==> src/sle_pkg.sv <==
// ----------------------------------------------------------------------------
// sle_pkg: shared types, constants and microprogram of the line editor
// control words, byte codes, step numbers and the microcode rom
// ----------------------------------------------------------------------------
package sle_pkg;

	localparam int BUFFER_SIZE_DEF = 32;

	localparam int UPC_W = 4;

	localparam logic [7:0] CH_BS    = 8'h08;
	localparam logic [7:0] CH_LF    = 8'h0A;
	localparam logic [7:0] CH_CR    = 8'h0D;
	localparam logic [7:0] CH_SP    = 8'h20;
	localparam logic [7:0] CH_GT    = 8'h3E;
	localparam logic [7:0] CH_TILDE = 8'h7E;
	localparam logic [7:0] CH_DEL   = 8'h7F;

	// step numbers of the microprogram
	localparam logic [UPC_W-1:0] ST_FETCH   = 4'd0;
	localparam logic [UPC_W-1:0] ST_DECODE  = 4'd1;
	localparam logic [UPC_W-1:0] ST_PRINT   = 4'd2;
	localparam logic [UPC_W-1:0] ST_ERASE0  = 4'd3;
	localparam logic [UPC_W-1:0] ST_ERASE1  = 4'd4;
	localparam logic [UPC_W-1:0] ST_ERASE2  = 4'd5;
	localparam logic [UPC_W-1:0] ST_PR_LF   = 4'd6;
	localparam logic [UPC_W-1:0] ST_PR_CR   = 4'd7;
	localparam logic [UPC_W-1:0] ST_PR_GT0  = 4'd8;
	localparam logic [UPC_W-1:0] ST_PR_GT1  = 4'd9;
	localparam logic [UPC_W-1:0] ST_PR_SP   = 4'd10;
	localparam logic [UPC_W-1:0] ST_LN_LF   = 4'd11;
	localparam logic [UPC_W-1:0] ST_LN_CR   = 4'd12;
	localparam logic [UPC_W-1:0] ST_RD_WAIT = 4'd13;
	localparam logic [UPC_W-1:0] ST_RD_EMIT = 4'd14;
	localparam logic [UPC_W-1:0] ST_LN_FIN  = 4'd15;

	typedef enum logic [1:0] {
		SRC_CONST = 2'd0,
		SRC_RX    = 2'd1,
		SRC_MEM   = 2'd2
	} src_t;

	typedef enum logic [1:0] {
		LS_NO       = 2'd0,
		LS_YES      = 2'd1,
		LS_LINE_END = 2'd2
	} last_sel_t;

	typedef enum logic [2:0] {
		J_NEXT = 3'd0,
		J_GOTO = 3'd1,
		J_WAIT = 3'd2,
		J_DISP = 3'd3,
		J_LOOP = 3'd4
	} jump_t;

	typedef enum logic [2:0] {
		CLS_NONE      = 3'd0,
		CLS_PRINT     = 3'd1,
		CLS_ERASE     = 3'd2,
		CLS_EOL_EMPTY = 3'd3,
		CLS_EOL_LINE  = 3'd4,
		CLS_DONE      = 3'd5
	} cls_t;

	typedef struct packed {
		logic             emit;
		src_t             src;
		logic             okind;
		logic [7:0]       cbyte;
		last_sel_t        lsel;
		logic             store;
		logic             dec;
		logic             rptr_clr;
		logic             rptr_inc;
		logic             line_done;
		logic             mode_clr;
		jump_t            jc;
		logic [UPC_W-1:0] tgt;
	} ucw_t;

	// sequencer to datapath
	typedef struct packed {
		ucw_t uw;
		logic fire;
		logic take;
	} dp_ctrl_t;

	// datapath to sequencer
	typedef struct packed {
		cls_t cls;
		logic line_end;
		logic out_free;
	} dp_stat_t;

	function automatic ucw_t ucw_emit(input logic [7:0] b, input last_sel_t ls);
		ucw_t w;
		w = '0;
		w.emit  = 1'b1;
		w.src   = SRC_CONST;
		w.cbyte = b;
		w.lsel  = ls;
		w.jc    = J_NEXT;
		return w;
	endfunction

	function automatic ucw_t ucode(input logic [UPC_W-1:0] step);
		ucw_t w;
		w = '0;
		w.src  = SRC_CONST;
		w.lsel = LS_NO;
		w.jc   = J_NEXT;
		case (step)
			ST_FETCH: begin
				w.jc = J_WAIT;
			end
			ST_DECODE: begin
				w.jc = J_DISP;
			end
			ST_PRINT: begin
				w.emit  = 1'b1;
				w.src   = SRC_RX;
				w.lsel  = LS_YES;
				w.store = 1'b1;
				w.jc    = J_GOTO;
				w.tgt   = ST_FETCH;
			end
			ST_ERASE0: w = ucw_emit(CH_BS, LS_NO);
			ST_ERASE1: w = ucw_emit(CH_SP, LS_NO);
			ST_ERASE2: begin
				w     = ucw_emit(CH_BS, LS_YES);
				w.dec = 1'b1;
				w.jc  = J_GOTO;
				w.tgt = ST_FETCH;
			end
			ST_PR_LF:  w = ucw_emit(CH_LF, LS_NO);
			ST_PR_CR:  w = ucw_emit(CH_CR, LS_NO);
			ST_PR_GT0: w = ucw_emit(CH_GT, LS_NO);
			ST_PR_GT1: w = ucw_emit(CH_GT, LS_NO);
			ST_PR_SP: begin
				w          = ucw_emit(CH_SP, LS_YES);
				w.mode_clr = 1'b1;
				w.jc       = J_GOTO;
				w.tgt      = ST_FETCH;
			end
			ST_LN_LF: begin
				w          = ucw_emit(CH_LF, LS_NO);
				w.rptr_clr = 1'b1;
			end
			ST_LN_CR:  w = ucw_emit(CH_CR, LS_NO);
			// read data of the store settles here
			ST_RD_WAIT: begin
				w.jc = J_NEXT;
			end
			ST_RD_EMIT: begin
				w.emit     = 1'b1;
				w.src      = SRC_MEM;
				w.okind    = 1'b1;
				w.lsel     = LS_LINE_END;
				w.rptr_inc = 1'b1;
				w.jc       = J_LOOP;
				w.tgt      = ST_RD_WAIT;
			end
			ST_LN_FIN: begin
				w.line_done = 1'b1;
				w.rptr_clr  = 1'b1;
				w.jc        = J_GOTO;
				w.tgt       = ST_FETCH;
			end
			default: begin
				w.jc  = J_GOTO;
				w.tgt = ST_FETCH;
			end
		endcase
		return w;
	endfunction

	function automatic logic [UPC_W-1:0] disp_target(input cls_t c);
		logic [UPC_W-1:0] t;
		case (c)
			CLS_PRINT:     t = ST_PRINT;
			CLS_ERASE:     t = ST_ERASE0;
			CLS_EOL_EMPTY: t = ST_PR_LF;
			CLS_DONE:      t = ST_PR_LF;
			CLS_EOL_LINE:  t = ST_LN_LF;
			default:       t = ST_FETCH;
		endcase
		return t;
	endfunction

endpackage

==> src/sle_useq.sv <==
// ----------------------------------------------------------------------------
// sle_useq: microcode sequencer
// step counter, control rom and conditional jump logic
// ----------------------------------------------------------------------------
module sle_useq (
	input  logic               clk,
	input  logic               arst_n,
	input  logic               in_valid,
	output logic               in_ready,
	input  sle_pkg::dp_stat_t  stat,
	output sle_pkg::dp_ctrl_t  ctrl
);
	import sle_pkg::*;

	logic [UPC_W-1:0] upc_q;
	logic [UPC_W-1:0] upc_nxt;
	ucw_t             uw;
	logic             fire;
	logic             take;

	assign uw       = ucode(upc_q);
	assign in_ready = (upc_q == ST_FETCH);
	assign take     = in_ready && in_valid;
	// an emitting step waits for room in the output register
	assign fire     = !uw.emit || stat.out_free;

	assign ctrl.uw   = uw;
	assign ctrl.fire = fire;
	assign ctrl.take = take;

	always_comb begin
		upc_nxt = upc_q;
		if (fire) begin
			case (uw.jc)
				J_NEXT: upc_nxt = upc_q + 1'b1;
				J_GOTO: upc_nxt = uw.tgt;
				J_WAIT: upc_nxt = take ? upc_q + 1'b1 : upc_q;
				J_DISP: upc_nxt = disp_target(stat.cls);
				J_LOOP: upc_nxt = stat.line_end ? upc_q + 1'b1 : uw.tgt;
				default: upc_nxt = ST_FETCH;
			endcase
		end
	end

	always_ff @(posedge clk or negedge arst_n) begin
		if (!arst_n) begin
			upc_q <= ST_FETCH;
		end else begin
			upc_q <= upc_nxt;
		end
	end

endmodule

==> src/sle_dpath.sv <==
// ----------------------------------------------------------------------------
// sle_dpath: line editor datapath
// input latch, mode and count registers, line store and output register
// ----------------------------------------------------------------------------
module sle_dpath #(
	parameter int BUFFER_SIZE = sle_pkg::BUFFER_SIZE_DEF
) (
	input  logic               clk,
	input  logic               arst_n,
	input  logic               kind,
	input  logic [7:0]         rx_byte,
	input  sle_pkg::dp_ctrl_t  ctrl,
	output sle_pkg::dp_stat_t  stat,
	output logic               out_valid,
	input  logic               out_ready,
	output logic               out_kind,
	output logic [7:0]         out_byte,
	output logic               last
);
	import sle_pkg::*;

	localparam int LINE_CAP = BUFFER_SIZE - 1;
	localparam int CW       = $clog2(BUFFER_SIZE);
	localparam int AW       = (LINE_CAP > 1) ? $clog2(LINE_CAP) : 1;

	logic            kind_q;
	logic [7:0]      byte_q;
	logic            mode_q;
	logic [CW-1:0]   count_q;
	logic [CW-1:0]   rptr_q;
	logic [7:0]      mem_q [LINE_CAP];
	logic [7:0]      rd_data_q;
	logic            out_valid_q;
	logic            out_kind_q;
	logic [7:0]      out_byte_q;
	logic            last_q;

	logic            room;
	logic            cnt_nz;
	logic            line_end;
	logic            do_emit;
	logic [7:0]      emit_byte;
	logic            emit_last;
	cls_t            cls;

	assign room     = (count_q < CW'(LINE_CAP));
	assign cnt_nz   = (count_q != '0);
	assign line_end = ((rptr_q + 1'b1) == count_q);
	assign do_emit  = ctrl.fire && ctrl.uw.emit;

	always_comb begin
		cls = CLS_NONE;
		if (mode_q) begin
			if (kind_q) begin
				cls = CLS_DONE;
			end
		end else if (!kind_q) begin
			if (byte_q == CH_CR || byte_q == CH_LF) begin
				cls = cnt_nz ? CLS_EOL_LINE : CLS_EOL_EMPTY;
			end else if (byte_q == CH_BS || byte_q == CH_DEL) begin
				cls = cnt_nz ? CLS_ERASE : CLS_NONE;
			end else if (byte_q >= CH_SP && byte_q <= CH_TILDE) begin
				cls = CLS_PRINT;
			end
		end
	end

	assign stat.cls      = cls;
	assign stat.line_end = line_end;
	assign stat.out_free = !out_valid_q || out_ready;

	always_comb begin
		case (ctrl.uw.src)
			SRC_RX:  emit_byte = byte_q;
			SRC_MEM: emit_byte = rd_data_q;
			default: emit_byte = ctrl.uw.cbyte;
		endcase
		case (ctrl.uw.lsel)
			LS_YES:      emit_last = 1'b1;
			LS_LINE_END: emit_last = line_end;
			default:     emit_last = 1'b0;
		endcase
	end

	always_ff @(posedge clk) begin
		if (ctrl.take) begin
			kind_q <= kind;
			byte_q <= rx_byte;
		end
		if (ctrl.fire && ctrl.uw.store && room) begin
			mem_q[count_q[AW-1:0]] <= byte_q;
		end
		rd_data_q <= mem_q[rptr_q[AW-1:0]];
		if (do_emit) begin
			out_kind_q <= ctrl.uw.okind;
			out_byte_q <= emit_byte;
			last_q     <= emit_last;
		end
	end

	always_ff @(posedge clk or negedge arst_n) begin
		if (!arst_n) begin
			mode_q      <= 1'b0;
			count_q     <= '0;
			rptr_q      <= '0;
			out_valid_q <= 1'b0;
		end else begin
			if (ctrl.fire) begin
				if (ctrl.uw.line_done) begin
					count_q <= '0;
					mode_q  <= 1'b1;
				end else if (ctrl.uw.store && room) begin
					count_q <= count_q + 1'b1;
				end else if (ctrl.uw.dec) begin
					count_q <= count_q - 1'b1;
				end
				if (ctrl.uw.mode_clr) begin
					mode_q <= 1'b0;
				end
				if (ctrl.uw.rptr_clr) begin
					rptr_q <= '0;
				end else if (ctrl.uw.rptr_inc) begin
					rptr_q <= rptr_q + 1'b1;
				end
			end
			if (do_emit) begin
				out_valid_q <= 1'b1;
			end else if (out_ready) begin
				out_valid_q <= 1'b0;
			end
		end
	end

	assign out_valid = out_valid_q;
	assign out_kind  = out_kind_q;
	assign out_byte  = out_byte_q;
	assign last      = last_q;

endmodule

==> src/serial_line_editor_with_echo_core.sv <==
// ----------------------------------------------------------------------------
// serial_line_editor_with_echo_core: terminal line editor with echo
// microcoded: a sequencer steps a control rom that drives the datapath
// ----------------------------------------------------------------------------
//
//  channel | dir | handshake            | payload
//  --------+-----+----------------------+--------------------------
//  input   | in  | in_valid / in_ready  | kind, rx_byte
//  output  | out | out_valid / out_ready| out_kind, out_byte, last
//
// one item at a time: a fetch step takes it and a decode step dispatches it,
// then one emitting step per echo byte; a completed line needs a wait step
// and an emit step per stored character since each line store read is
// registered, plus one closing step.
// reset clears mode, count and sequencer; the line store needs no clearing.
// a stalled output holds the sequencer on its emitting step.
//
module serial_line_editor_with_echo_core #(
	parameter int BUFFER_SIZE = sle_pkg::BUFFER_SIZE_DEF
) (
	input  logic       clk,
	input  logic       arst_n,
	input  logic       in_valid,
	output logic       in_ready,
	input  logic       kind,
	input  logic [7:0] rx_byte,
	output logic       out_valid,
	input  logic       out_ready,
	output logic       out_kind,
	output logic [7:0] out_byte,
	output logic       last
);
	import sle_pkg::*;

	dp_ctrl_t ctrl;
	dp_stat_t stat;

	sle_useq u_useq (
		.clk      (clk),
		.arst_n   (arst_n),
		.in_valid (in_valid),
		.in_ready (in_ready),
		.stat     (stat),
		.ctrl     (ctrl)
	);

	sle_dpath #(
		.BUFFER_SIZE (BUFFER_SIZE)
	) u_dpath (
		.clk       (clk),
		.arst_n    (arst_n),
		.kind      (kind),
		.rx_byte   (rx_byte),
		.ctrl      (ctrl),
		.stat      (stat),
		.out_valid (out_valid),
		.out_ready (out_ready),
		.out_kind  (out_kind),
		.out_byte  (out_byte),
		.last      (last)
	);

endmodule

==> config.mk <==
export PLATFORM = sky130hd
export DESIGN_NAME = serial_line_editor_with_echo_core
export DESIGN_NICKNAME = d
export VERILOG_FILES = /design/src/sle_pkg.sv /design/src/sle_useq.sv /design/src/sle_dpath.sv /design/src/serial_line_editor_with_echo_core.sv
export SDC_FILE = /design/constraint.sdc
export NUM_CORES = 1
export LEC_CHECK = 0
export BUFFER_PORTS_ARGS = -buffer_cell sky130_fd_sc_hd__buf_2
export CORE_MARGIN = 2
export CORE_UTILIZATION = 35
export DETAILED_ROUTE_END_ITERATION = 12
export GPL_ROUTABILITY_DRIVEN = 0
export GPL_TIMING_DRIVEN = 0
export PLACE_DENSITY = 0.53
export REMOVE_ABC_BUFFERS = 1
export SYNTH_ARGS = -nofsm -noshare
export SYNTH_HDL_FRONTEND = slang
export SYNTH_SLANG_ARGS = --single-unit
==> constraint.sdc <==
create_clock -name clk -period 7.4 [get_ports clk]
set_clock_uncertainty 0.2 [all_clocks]
set_input_delay 1.11 -clock clk [delete_from_list [all_inputs] [get_ports clk]]
set_output_delay 1.11 -clock clk [all_outputs]
set_load 0.05 [all_outputs]
# Word level (Yosys, flattened, before mapping)
# Memories as Yosys holds them, arrays and structs flattened. A register that Yosys moved wholly into a read port is not among the register bits.
# Index checks and enable logic that the tools add are counted.
# Widths: inputs -> output; s select.
# totals
inputBits	13
out_inout_bits	12
mem_bits_rw	248
reg_bits	35
mem_count	1
# memory_table
memory	depth	word_bits	rd	rd_ports_with_merged_regs	wr	line	rtl
u_dpath.mem_q	31	8	1	1	1	sle_dpath.sv:31	logic [7:0] mem_q [LINE_CAP];
# classes
order_cmp	3
n_mux	36
n_reduce_logical	34
eq_ne	34
n_addsub	4
# ops
operator	n
$eq 4x4->1 const B	8
$pmux 6 s5	1
$mux 5	5
$eq 8x4->1 const B	3
$pmux 4 s5	1
$mux 3	6
$eq 4x3->1 const B	4
$pmux 4 s4	1
$pmux 8 s2	1
$pmux 3 s5	1
$reduce_or 2->1	7
$mux 1	13
$eq 3x2->1 const B	4
$mux 4	3
$add 5x1->5 const B	2
$reduce_or 10->1	1
$eq 3x3->1 const B	3
$pmux 3 s3	1
$reduce_or 9->1	1
$eq 4x2->1 const B	2
$eq 8x7->1 const B	1
$ge 8x6->1 const B	1
$le 8x7->1 const B	1
$reduce_and 2->1	4
other kinds (22)	36

# Logic depth before layout (Yosys ltp)
# Gate-level depths: netlist (run 1).
# depth
word_depth	11
depth_mapped	12
depth_no_buf	12

# Cells and area by module
# Synthesis (run 1) repeated with hierarchy kept, for this count alone.
# unflattened
cells_unflattened	809
area_unflattened_um2	12489.5
# modules_own_cells
mod	n_inst	cells_each	area_per_inst_um2
sle_dpath	1	714	11768.8
sle_useq	1	95	720.7

# Worst setup path after synthesis (run 1)
# Ideal clock, no wire load.
# synth_path
path_type	reg-to-reg
start	register u_useq.upc_q[3]
end	register u_dpath.count_q[4]
t_required_ps	7135
t_arrival_ps	2621
slack_ps	4514
stages_incl_launch_ff	13
setup_time_ps	65
path_cell_list	dfrtp_1 buf_2 nor2_1 nand2_1 inv_2 o21a_1 inv_1 ha_1 nor2b_1 o21a_1 or3_1 a2111oi_0 a211o_1
# synth_between
elab_chain_cells	6
word_cells_on_any_way	25
cone_classes	eq/ne: 13; mux: 6; reduce/logical: 6
# synth_rtl
element	line	rtl
from (decl)	sle_useq.sv:15	logic [UPC_W-1:0] upc_q;
from (signal assigned)	sle_useq.sv:49	upc_q <= upc_nxt;
$eq 4x2->1, or another cell as far along	sle_pkg.sv:113	case (step)
$reduce_or 10->1 (no source line)	-	
$pmux 3 s3	sle_pkg.sv:113	
$logic_not 1->1	sle_useq.sv:25	assign fire = !uw.emit || stat.out_free;
$logic_or 1x1->1	sle_useq.sv:25	
$reduce_and 2->1 (no source line)	-	
to (signal assigned)	sle_dpath.sv:113	count_q <= count_q + 1'b1;
to (signal assigned)	sle_dpath.sv:115	count_q <= count_q - 1'b1;
to (decl)	sle_dpath.sv:29	logic [CW-1:0] count_q;
# Several ways; a longest one is shown, not always the timed one.
# A chain may end at the register's enable or synchronous reset.

# Final worst setup path (run 1)
# layout_path
start	register u_useq.upc_q[2]
end	register u_dpath.count_q[4]
# The elaborated chain is that of the path after synthesis.

==> summary.txt, run 1 <==
Run status
  – Status: completed

Timing
  – Slew Viols, Final: 0
  – Headroom to the max-slew limit: about a tenth
  – Final-report hold violation count: 0
  – RSZ-0062 raised after global routing: no
  – Worst-Margin Slew: between 1000 and 1500 ps
  – Endpoints failing setup: 0
  – Min cycle time layout: about 3800 ps
  – Tcrit/Tclk final: 51.7%
  – Maximum clock frequency: 262 MHz
  – Sum Neg Setup Slack: 0 ps

Critical path
  – Critical Path End Type: register
  – R2r endpoint: u_dpath.count_q[4]$_DFFE_PN0P_
  – Reg2Reg Launch Point: u_useq.upc_q[2]$_DFFE_PN0P_
  – End point of the critical path: u_dpath.count_q[4]$_DFFE_PN0P_
  – Worst path max stage delay: around 630 ps
  – Worst-path fanout max: 24
  – Worst Path Required: around 7700 ps
  – Worst EP arrival: between 4000 and 5000 ps
  – Most frequent cell on the critical path: o21a_1
  – Worst reg-to-reg path cell count: 11
  – Critical Path Start: u_useq.upc_q[2]$_DFFE_PN0P_
  – Crit-path slowest cell: dfrtp_1
  – CP cell instances: nor2_1 -> nand2_1 -> inv_2 -> o21a_1 -> inv_1 -> ha_1 -> nor2b_1 -> o21a_1 -> or3_1 -> a2111oi_0 -> a211o_1
  – Crit path kind: register to register
  – CP Launch Type: register
  – Reg2Reg Setup Slack: 3580 ps

Clock tree
  – CTS tree: built
  – Root Driver: clkbuf_16
  – CTS sink count: just under 300
  – Clock Tree Buf Depth: 3
  – Clk Latency, worst-skew pair: 540 ps
  – Clock-pin slew on the worst setup and hold paths: around 60 ps
  – TritonCTS Buffers: 31
  – Hold_buf cts: 0
  – H-tree depth: 1
  – Cts repair resizes: 0
  – Post-CTS Setup Bufs: 0

Detailed routing
  – Routed vias/inst: 5.28
  – Final ANT Viol Nets: 0
  – DRC viols: 0
  – Initial detailed-routing violation count: between 400 and 500
  – Routed WL: 27300 microns
  – Drt wl/cell: about 23 microns
  – Drt first pass iters: 6
  – Vias: 6269

Final layout
  – Antenna Diode Count: 0
  – Fillers: between 3000 and 4000
  – Area growth from synthesis to layout: 14.6%
  – Finished Core Util: around 40%
  – Layout cells sized above 1: a little under a quarter
  – Nets@finish: 735

Die
  – Ports: 25
  – Chip Height: 190 microns
  – Die Span X: between 150 and 200 microns
  – Die area: ~36000 sq um
  – Site Rows: a little under 70
  – Initial Util: a little over a third
  – Core Area: roughly 34000 sq um

Global routing
  – First-pass GRT wire length: around 40000 microns
  – Global-route usage over all layers: 15.2%
  – Largest net degree at the start of global routing: between 40 and 50
  – Antenna violations before repair: 0
  – GR Overflow Total: 0
  – Vias in the first global route: 6434

Synth
  – EDFF count, synth: 267
  – Ys flop type: edfxtp_1
  – Yosys top cell by area: edfxtp_1
  – Cells after Synth: 680
  – Top-count cell post-synth: edfxtp_1
  – Synth Area per Inst: 17.8 sq um
  – Synth warn: 0
  – Synth cell count leaders: 267 x edfxtp_1, 72 x mux4_2, 52 x nor2_1
  – Synth area leaders: edfxtp_1 66%, mux4_2 13%, dfrtp_1 3.3%
  – Register area share after synthesis: a little over two thirds
  – Ys async rst share: under 10%
  – Netlist cell types: between 50 and 60
  – Synth Register Bits: between 200 and 300
  – Syn Std Cell Area: ~12000 sq um
  – Share of the synthesized area in the top cell type: around two thirds

Place
  – PortBufs: 24
  – Hpwl dp: ~17000 microns

Flow run
  – Max_cap viols: 0

Pwr
  – Pwr/cell area: between 300 and 400 nW/um^2
  – Peak supply drop: ~0.19 mV
  – Static Leak: approximately 4.3 nW

Hold path
  – Worst min path class: input port to async pin
-- metrics by stage --
| step | instance area [sq um] | worst slack, ps | std cells | hold slack (ps) | power (W) |
|---|---|---|---|---|---|
| floorplan | 11900 | 3000 | 643 | 318 | 0.00308 |
| global placement | 12600 | 1590 | 1122 | 338 | 0.00347 |
| detailed placement | 12700 | 3700 | 1125 | 352 | 0.00349 |
| CTS | 13700 | 3680 | 1182 | 278 | 0.00504 |
| global route | 13900 | 3380 | 1188 | 311 | 0.00525 |
| finish | 13900 | 3580 | 1188 | 297 | 0.00503 |
-- cell usage in the layout, fill, tap and decap left out, types with 7 or more instances in the layout --
| master | instances |
|---|---|
| mux2_2 | 10 |
| buf_16 | 7 |
| clkinv_1 | 7 |
| o21ai_0 | 12 |
| nand2_1 | 39 |
| ha_1 | 12 |
| dfrtp_1 | 13 |
| nor2b_1 | 12 |
| edfxtp_1 | 267 |
| a21oi_1 | 9 |
| mux2i_1 | 10 |
| nor2_1 | 52 |
| clkbuf_16 | 31 |
| nand3_1 | 9 |
| clkinv_2 | 8 |
| o21ai_1 | 14 |
| buf_2 | 24 |
| o31ai_1 | 8 |
| xnor2_1 | 7 |
| dfxtp_1 | 8 |
| mux4_2 | 72 |
| inv_1 | 7 |
-- state kept, by name, indices dropped and copies added (netlist names) --
register / cells
u_dpath.out_byte: 8
u_dpath.rptr_q: 5
u_useq.upc_q: 4
u_dpath.mode_q: 1
u_dpath.kind_q: 1
u_dpath.rd_data_q: 8
u_dpath.out_valid: 1
u_dpath.last: 1
u_dpath.mem_q: 248
u_dpath.out_kind: 1
u_dpath.count_q: 5
u_dpath.byte_q: 8
-- per-layer routing --
metal / wire (microns) / vias up / part of all wire [%] / GRT usage (%)
met2: 13200 / 199 / 48 / 24.6
li1: - / 2793 / - / -
met5: 0 / - / 0 / 0
met4: 590 / 0 / 2.2 / 4.41
met1: 12000 / 3238 / 44 / 21.3
met3: 1560 / 39 / 5.7 / 2.62
-- layout make-up --
type / instances / area (sq um) / share of cell area (%)
clock buffers: 35 / 791 / 5.69
repair buffers: 33 / 353 / 2.54
well taps: 455 / 569 / 4.10
flip-flops and latches: 291 / 8580 / 61.8
inverters: 9 / 33.8 / 0.243
clock inverters: 22 / 233 / 1.67
multi-input cells: 343 / 3340 / 24.0
-- worst min path at each step --
stage | start | end | slack, ps
final | arst_n | u_dpath.out_valid$_DFFE_PN0P_ | 300
after global routing | arst_n | u_dpath.rptr_q[3]$_DFFE_PN0P_ | 310
after floorplan | u_dpath.rd_data_q[6]$_DFF_P_ | u_dpath.out_byte[6]$_DFFE_PP_ | 320
after CTS | arst_n | u_dpath.out_valid$_DFFE_PN0P_ | 280
after detailed placement | u_dpath.out_valid$_DFFE_PN0P_ | u_dpath.out_valid$_DFFE_PN0P_ | 350
after global placement | u_dpath.out_valid$_DFFE_PN0P_ | u_dpath.out_valid$_DFFE_PN0P_ | 340
-- worst max-delay path, delay by kind of cell, from the launching register on --
| family | cells | cell delay, ps |
|---|---|---|
| simple gates | 4 | 1130 |
| flops | 1 | 630 |
| fa+ha+maj | 1 | 310 |
| compound gates | 4 | 1210 |
| buf+inv | 2 | 260 |
-- power breakdown --
part | total [W] | switching [W] | internal [W]
registers | 0.00220 | 0.000197 | 0.00200
logic | 0.00128 | 0.000750 | 0.000527
clock network | 0.00155 | 0.000619 | 0.000936
total | 0.00503 | 0.00157 | 0.00347
-- cell families after synthesis --
logic type,count (synthesis),synth area share [%]
muxes,92,15.1
buffers and inverters,46,1.75
adders and majority gates,13,1.40
AOI/OAI and AO/OA,83,4.60
and+or+nand+nor,144,5.59
xor gates and xnor gates,11,0.794
DFF,291,70.7
(Power assumes the default switching activity.)
==> run 2: changes to the inputs <==
clock period = 3.6 ns   (was 7.4 ns; I/O delays follow)
==> run 2 against run 1 <==
Final cell count grew 0.84%; clock power grew 110%; fmax is 12% higher; flip-flop and latch count unchanged; register-to-register slack worse by 3400 ps; critical path depth rose by 1; clock-buffer cell count did not move; hold slack got worse by 150 ps; wire length is 0.11% higher; utilization rose by 0.37 points; highest routed layer unchanged.
==> summary.txt, run 2 (synthesized netlist as in run 1, its figures left out) <==
Run status
  – Status: completed

Global routing
  – Largest net degree at the start of global routing: 46 (unchanged)
  – Antenna violations before repair: 0 (unchanged)
  – First-pass GRT wire length: 41200 microns (+0.25%)
  – Vias in the first global route: 6479 (+0.70%)
  – Global-route usage over all layers: 15.3% (+0.044 points)
  – GR Overflow Total: 0 (unchanged)

Critical path
  – Reg2Reg Setup Slack: 190 ps (-3380 ps)
  – Worst Path Required: 3880 ps (-3800 ps)
  – Worst EP arrival: 3680 ps (-420 ps)
  – Crit-path slowest cell: a2111oi_1
  – Critical Path End Type: register
  – CP Launch Type: register
  – Crit path kind: register to register
  – Worst path max stage delay: 520 ps (-110 ps)
  – Reg2Reg Launch Point: u_useq.upc_q[0]$_DFFE_PN0P_
  – Worst reg-to-reg path cell count: 12 (+1)
  – CP cell instances: inv_1 -> ha_4 -> nand2_1 -> inv_2 -> o21a_1 -> inv_1 -> ha_1 -> nor2b_1 -> o21a_1 -> or3_1 -> a2111oi_1 -> a211o_1
  – Worst-path fanout max: 14 (-42%)
  – R2r endpoint: u_dpath.count_q[4]$_DFFE_PN0P_

Timing
  – RSZ-0062 raised after global routing: no
  – Maximum clock frequency: 294 MHz (+12%)
  – Tcrit/Tclk final: 94.6% (+43 points)
  – Worst-Margin Slew: 1340 ps (-8.53 ps)
  – Headroom to the max-slew limit: 10.5% (+0.57 points)
  – Final-report hold violation count: 0 (unchanged)
  – Endpoints failing setup: 0 (unchanged)
  – Min cycle time layout: 3410 ps (-417 ps)
  – Slew Viols, Final: 0 (unchanged)
  – Post-route setup slack: 195 ps (-3380 ps)

Die
  – Site Rows: 68 (unchanged)
  – Die area: 36200 sq um (unchanged)
  – Chip Height: 190 microns (unchanged)
  – Initial Util: 35.3% (unchanged)
  – Core Area: 34400 sq um (unchanged)
  – Die Span X: 190 microns (unchanged)
  – Ports: 25 (unchanged)

Final layout
  – Layout cells sized above 1: 23.3% (+0.36 points)
  – Antenna Diode Count: 0 (unchanged)
  – Most frequent cells in the layout: 267 x edfxtp_1, 72 x mux4_2, 51 x nor2_1, 39 x nand2_1, 31 x clkbuf_16
  – Fillers: 3054 (-0.33%)
  – Multi-input gate area: 3360 sq um (+0.79%)
  – Final Cell Area: 14000 sq um (+0.93%)
  – Largest register FFs: 248 (unchanged)
  – Non-filler cells, final: 1198 (+0.84%)
  – Nets@finish: 745 (+1.4%)
  – Finished Core Util: 40.8% (+0.37 points)
  – Area growth from synthesis to layout: 15.7%
  – Register area: 8590 sq um (about the same)
  – Commonest non-fill, non-tap cell in the layout: edfxtp_1

Detailed routing
  – Routed vias/inst: 5.26 (-0.31%)
  – Vias: 6302 (+0.53%)
  – Initial detailed-routing violation count: 478 (+6.2%)
  – Drt first pass iters: 5 (-1)
  – Final ANT Viol Nets: 0 (unchanged)
  – Drt wl/cell: 22.8 microns (-0.73%)
  – DRC viols: 0 (unchanged)
  – Routed WL: 27300 microns (+0.11%)

Pwr
  – Pwr/cell area: 739 nW/um^2 (+100%)
  – Pint: 0.00715 W (+110%)
  – Static Leak: 4.39 nW (+0.96%)
  – Switching pwr: 0.00323 W (+110%)
  – Sw frac: 31.1% (about the same)
  – Clk pwr share: 30.8% (about the same)
  – Flop pwr share: 43.7% (about the same)
  – Comb pwr share: 25.6% (+0.2 points)
  – Peak supply drop: 0.397 mV (+110%)

Clock tree
  – Post-CTS Setup Bufs: 0 (unchanged)
  – Clock-pin slew on the worst setup and hold paths: 60 ps (about the same)
  – Root Driver: clkbuf_16
  – CTS tree: built
  – CTS sink count: 291 (unchanged)
  – Clock Tree Buf Depth: 3 (unchanged)
  – TritonCTS Buffers: 31 (unchanged)
  – Clk Latency, worst-skew pair: 540 ps (about the same)
  – H-tree depth: 1 (unchanged)

Hold path
  – Hold depth: 3
  – Hold Startpoint: out_ready
  – WHS Endpoint: u_dpath.out_valid$_DFFE_PN0P_
  – Worst min path class: input port to register

Flow run
  – Max_cap viols: 0 (unchanged)

Place
  – PortBufs: 24 (unchanged)
  – Hpwl dp: 16900 microns (unchanged)
  – Worst slack, placed: -96.1 ps (-3800 ps)
  – Placed Area: 12700 sq um (unchanged)
  – Placed Cells: 1125 (unchanged)
[run 2: worst max path at each step]
stage | to | start | cells past startpoint | slack, ps
floorplan | u_useq.upc_q[0]$_DFFE_PN0P_ | u_dpath.rptr_q[0]$_DFFE_PN0P_ | 6 | -800
global placement | u_useq.upc_q[1]$_DFFE_PN0P_ | u_dpath.rptr_q[0]$_DFFE_PN0P_ | 6 | -2210
detailed placement | u_dpath.count_q[4]$_DFFE_PN0P_ | u_useq.upc_q[2]$_DFFE_PN0P_ | 11 | -100
CTS | u_dpath.count_q[4]$_DFFE_PN0P_ | u_useq.upc_q[2]$_DFFE_PN0P_ | 11 | 20
global route | u_dpath.count_q[4]$_DFFE_PN0P_ | u_useq.upc_q[0]$_DFFE_PN0P_ | 12 | 5
finish | u_dpath.count_q[4]$_DFFE_PN0P_ | u_useq.upc_q[0]$_DFFE_PN0P_ | 12 | 190
[run 2: what timing repair did]
item                                   4_1_cts  5_1_grt
gates resized for setup                      2        6
setup endpoints to repair                   96      113
hold buffers                                10        0
endpoints found under the hold margin       25        0
[run 2: through the flow]
| stage | hold WS [ps] | TNS, ps | total power (W) |
|---|---|---|---|
| after floorplan | 44.4 | -8940 | 0.00634 |
| after global placement | 289 | -30180 | 0.00713 |
| after detailed placement | 301 | -699 | 0.00716 |
| after CTS | 104 | 0 | 0.0104 |
| after global routing | 142 | 0 | 0.0108 |
| final | 145 | 0 | 0.0104 |
[run 2: power groups by stage]
stage          Combinational [W]  Clock, W  Sequential, W
3_3_place_gp             0.00232         0        0.00481
6_report                 0.00265   0.00319        0.00453
3_5_place_dp             0.00245         0        0.00471
5_1_grt                  0.00288   0.00338        0.00458
2_1_floorplan            0.00155         0        0.00478
4_1_cts                  0.00247   0.00326        0.00464
[run 2: final cells by class]
cell class                      instances  share of cell area, %
Multi-Input combinational cell        343                   24.0
Clock inverter                         22                   1.66
Inverter                                9                  0.241
Clock buffer                           35                   5.64
Sequential cell                       291                   61.2
Timing Repair Buffer                   43                   3.23
Tap cell                              455                   4.06
[run 2: critical path, delay by kind of cell, from the launching register on]
kind,cells,cell delay (ps)
AO/OA/AOI/OAI,4,1120
adder cells (fa/ha/maj),2,560
buffers and inverters,3,410
flip-flops,1,430
AND/OR/NAND/NOR,3,600
[run 2: routing by layer]
layer / up-vias / GRT usage (%) / part of all wire [%]
met5: - / 0 / 0
met4: 0 / 4.71 / 2.4
met3: 43 / 2.62 / 5.8
met2: 212 / 24.7 / 49
met1: 3244 / 21.2 / 43
li1: 2803 / - / -
==> run 3: changes to the inputs <==
ABC_AREA = 1   (was not set)
CELL_PAD_IN_SITES_DETAIL_PLACEMENT = 0   (was not set)
CELL_PAD_IN_SITES_GLOBAL_PLACEMENT = 2   (was not set)
PLACE_DENSITY = 0.69   (was 0.53)
REMOVE_ABC_BUFFERS = not set   (was 1)
==> run 3 against run 2 <==
Clock power increased by 6%; final area increased by 2.3%; setup slack got worse by 71 ps; highest routed layer unchanged.
==> summary.txt, run 3 <==
Die
  – Die Span X: 192 microns (+0.90%)
  – Chip Height: 192 microns (+0.90%)
  – Site Rows: 68 (unchanged)
  – Ports: 25 (unchanged)
  – Initial Util: 35.7% (+0.39 points)
  – Die area: 36800 sq um (+1.8%)
  – Core Area: 34600 sq um (+0.74%)

Detailed routing
  – Drt wl/cell: 23.3 microns (+2.0%)
  – DRC viols: 0 (unchanged)
  – Final ANT Viol Nets: 0 (unchanged)
  – Initial detailed-routing violation count: 889 (+86%)
  – Vias: 8442 (+34%)
  – Routed vias/inst: 5.23 (-0.57%)
  – Routed WL: 37600 microns (+37%)
  – Drt first pass iters: 5 (unchanged)

Clock tree
  – Clock-pin slew on the worst setup and hold paths: 60 ps (about the same)
  – Clk Latency, worst-skew pair: 520 ps (-20 ps)
  – CTS sink count: 291 (unchanged)
  – H-tree depth: 2 (+1)
  – Post-CTS Setup Bufs: 0 (unchanged)
  – Root Driver: clkbuf_16
  – TritonCTS Buffers: 34 (+9.7%)
  – CTS tree: built
  – Clock Tree Buf Depth: 3 (unchanged)

Final layout
  – Commonest non-fill, non-tap cell in the layout: edfxtp_1
  – Area growth from synthesis to layout: 16.2%
  – Final Cell Area: 14400 sq um (+2.3%)
  – Layout cells sized above 1: 11.1% (-12 points)
  – Most frequent cells in the layout: 267 x edfxtp_1, 187 x nand2_1, 123 x nor2_1, 102 x o21ai_0, 59 x nand3_1
  – Finished Core Util: 41.4% (+0.63 points)
  – Largest register FFs: 248 (unchanged)
  – Antenna Diode Count: 0 (unchanged)
  – Nets@finish: 1159 (+56%)

Synth
  – Synth Register Bits: 291 (unchanged)
  – Synth cell count leaders: 267 x edfxtp_1, 187 x nand2_1, 133 x nor2_1
  – Syn_nets: approximately 1100
  – Synth Area per Inst: 11.7 sq um (-35%)
  – Synth warn: 0 (unchanged)
  – Top-count cell post-synth: edfxtp_1
  – Syn Std Cell Area: 12400 sq um (+1.9%)
  – Ys flop type: edfxtp_1
  – Netlist cell types: 42 (-28%)
  – Register area share after synthesis: 69.4% (-1.3 points)
  – Ys async rst share: 5.50% (unchanged)
  – Synth area leaders: edfxtp_1 65%, nand2_1 5.7%, o21ai_0 4.1%
  – EDFF count, synth: 267 (unchanged)
  – Share of the synthesized area in the top cell type: 64.9% (-1.2 points)
  – Cells after Synth: 1060 (+56%)
  – Yosys top cell by area: edfxtp_1

Pwr
  – Static Leak: 5.13 nW (+17%)
  – Post-layout power: 0.0119 W (+14%)
  – Peak supply drop: 0.390 mV (-1.6%)
  – Pwr/cell area: 826 nW/um^2 (+12%)

Flow run
  – Max_cap viols: 0 (unchanged)

Hold path
  – Worst min path class: input port to register

Timing
  – Post-route setup slack: 124 ps (-70.8 ps)
  – Tcrit/Tclk final: 96.6% (+2.0 points)
  – Headroom to the max-slew limit: 4.22% (-6.3 points)
  – Worst-Margin Slew: 1440 ps (+93.9 ps)
  – Endpoints failing setup: 0 (unchanged)
  – Sum Neg Setup Slack: 0 ps (unchanged)
  – Min cycle time layout: 3480 ps (+70.8 ps)
  – RSZ-0062 raised after global routing: yes
  – Slew Viols, Final: 0 (unchanged)
  – Maximum clock frequency: 288 MHz (-2.0%)
  – Final-report hold violation count: 0 (unchanged)

Global routing
  – GR Overflow Total: 0 (unchanged)
  – Largest net degree at the start of global routing: 36 (-22%)
  – Antenna violations before repair: 0 (unchanged)
  – Vias in the first global route: 8306 (+28%)
  – Global-route usage over all layers: 20.9% (+5.6 points)
  – First-pass GRT wire length: 55200 microns (+34%)

Critical path
  – Worst Path Required: 3540 ps (-340 ps)
  – Reg2Reg Setup Slack: 120 ps (-70 ps)
  – Critical Path End Type: register
  – Worst-path fanout max: 8 (-6)
  – CP Launch Type: register
  – Crit path kind: register to register
  – Worst EP arrival: 3420 ps (-260 ps)

Place
  – PortBufs: 24 (unchanged)
  – Hpwl dp: 25300 microns (+50%)
  – Placed Area: 13100 sq um (+3.0%)
  – Worst slack, placed: 58.8 ps (+155 ps)

Run status
  – Status: completed
-- run 3: kinds of logic after synthesis --
logic type / share of synthesized area, %
AND/OR/NAND/NOR: 14.0
flip-flops: 69.4
AO/OA/AOI/OAI: 11.1
buffers and inverters: 3.54
adder cells (fa/ha/maj): 1.38
XOR/XNOR: 0.496
-- run 3: repair_timing --
item,in CTS,in global routing
hold buffers,9,0
resized for setup,0,10
setup endpoints to repair,0,112
hold endpoints to repair,24,0
-- run 3: power by group --
part | total (W) | switching [W] | internal (W) | leakage, nW
Sequential | 0.00442 | 0.000278 | 0.00414 | 2.68
Clock | 0.00337 | 0.00136 | 0.00201 | 0.531
Combinational | 0.00407 | 0.00303 | 0.00104 | 1.92
-- run 3: worst max-delay path, cell delays in order, from the launching register on --
cell     delay (ps)
dfrtp_1         460
inv_1           120
ha_1            220
inv_1           120
nor2_1          160
inv_1           280
nand3_2         180
a21oi_4         330
nand4_2         270
nor2_1          770
-- run 3: worst paths after layout --
kind                                              start                            end  depth (start not counted)
min                                          rx_byte[4]    u_dpath.byte_q[4]$_DFFE_PP_                          1
min in group asynchronous                        arst_n  u_dpath.rptr_q[2]$_DFFE_PN0P_                          2
max                         u_useq.upc_q[0]$_DFFE_PN0P_  u_dpath.mem_q[8][6]$_DFFE_PP_                          9
min reg2reg                u_dpath.rd_data_q[6]$_DFF_P_  u_dpath.out_byte[6]$_DFFE_PP_                          2
max reg2reg                 u_useq.upc_q[0]$_DFFE_PN0P_  u_dpath.mem_q[8][6]$_DFFE_PP_                          9
max in group asynchronous                        arst_n     u_dpath.mode_q$_DFFE_PN0P_                          2
-- run 3: layout make-up --
type	instances	area (sq um)
Fill cell	3264	20300
Sequential cell	291	8580
Multi-Input combinational cell	659	3360
Clock buffer	43	906
Tap cell	455	569
Timing Repair Buffer	37	320
Buffer	57	239
Inverter	53	199
Clock inverter	19	178
-- run 3: stage by stage --
step | hold slack (ps) | std cells
6_report | 26.4 | 1614
5_1_grt | 13.9 | 1614
2_1_floorplan | 44.4 | 1060
4_1_cts | 11.6 | 1612
3_5_place_dp | 322 | 1541
3_3_place_gp | 318 | 1539
-- run 3: metal layers --
metal,vias to the layer above,wire [microns],track usage [%]
met5,-,0,0
met4,0,567,4.38
met3,36,1960,2.85
met2,227,17000,32.3
met1,4210,18000,31.4
li1,3969,-,-
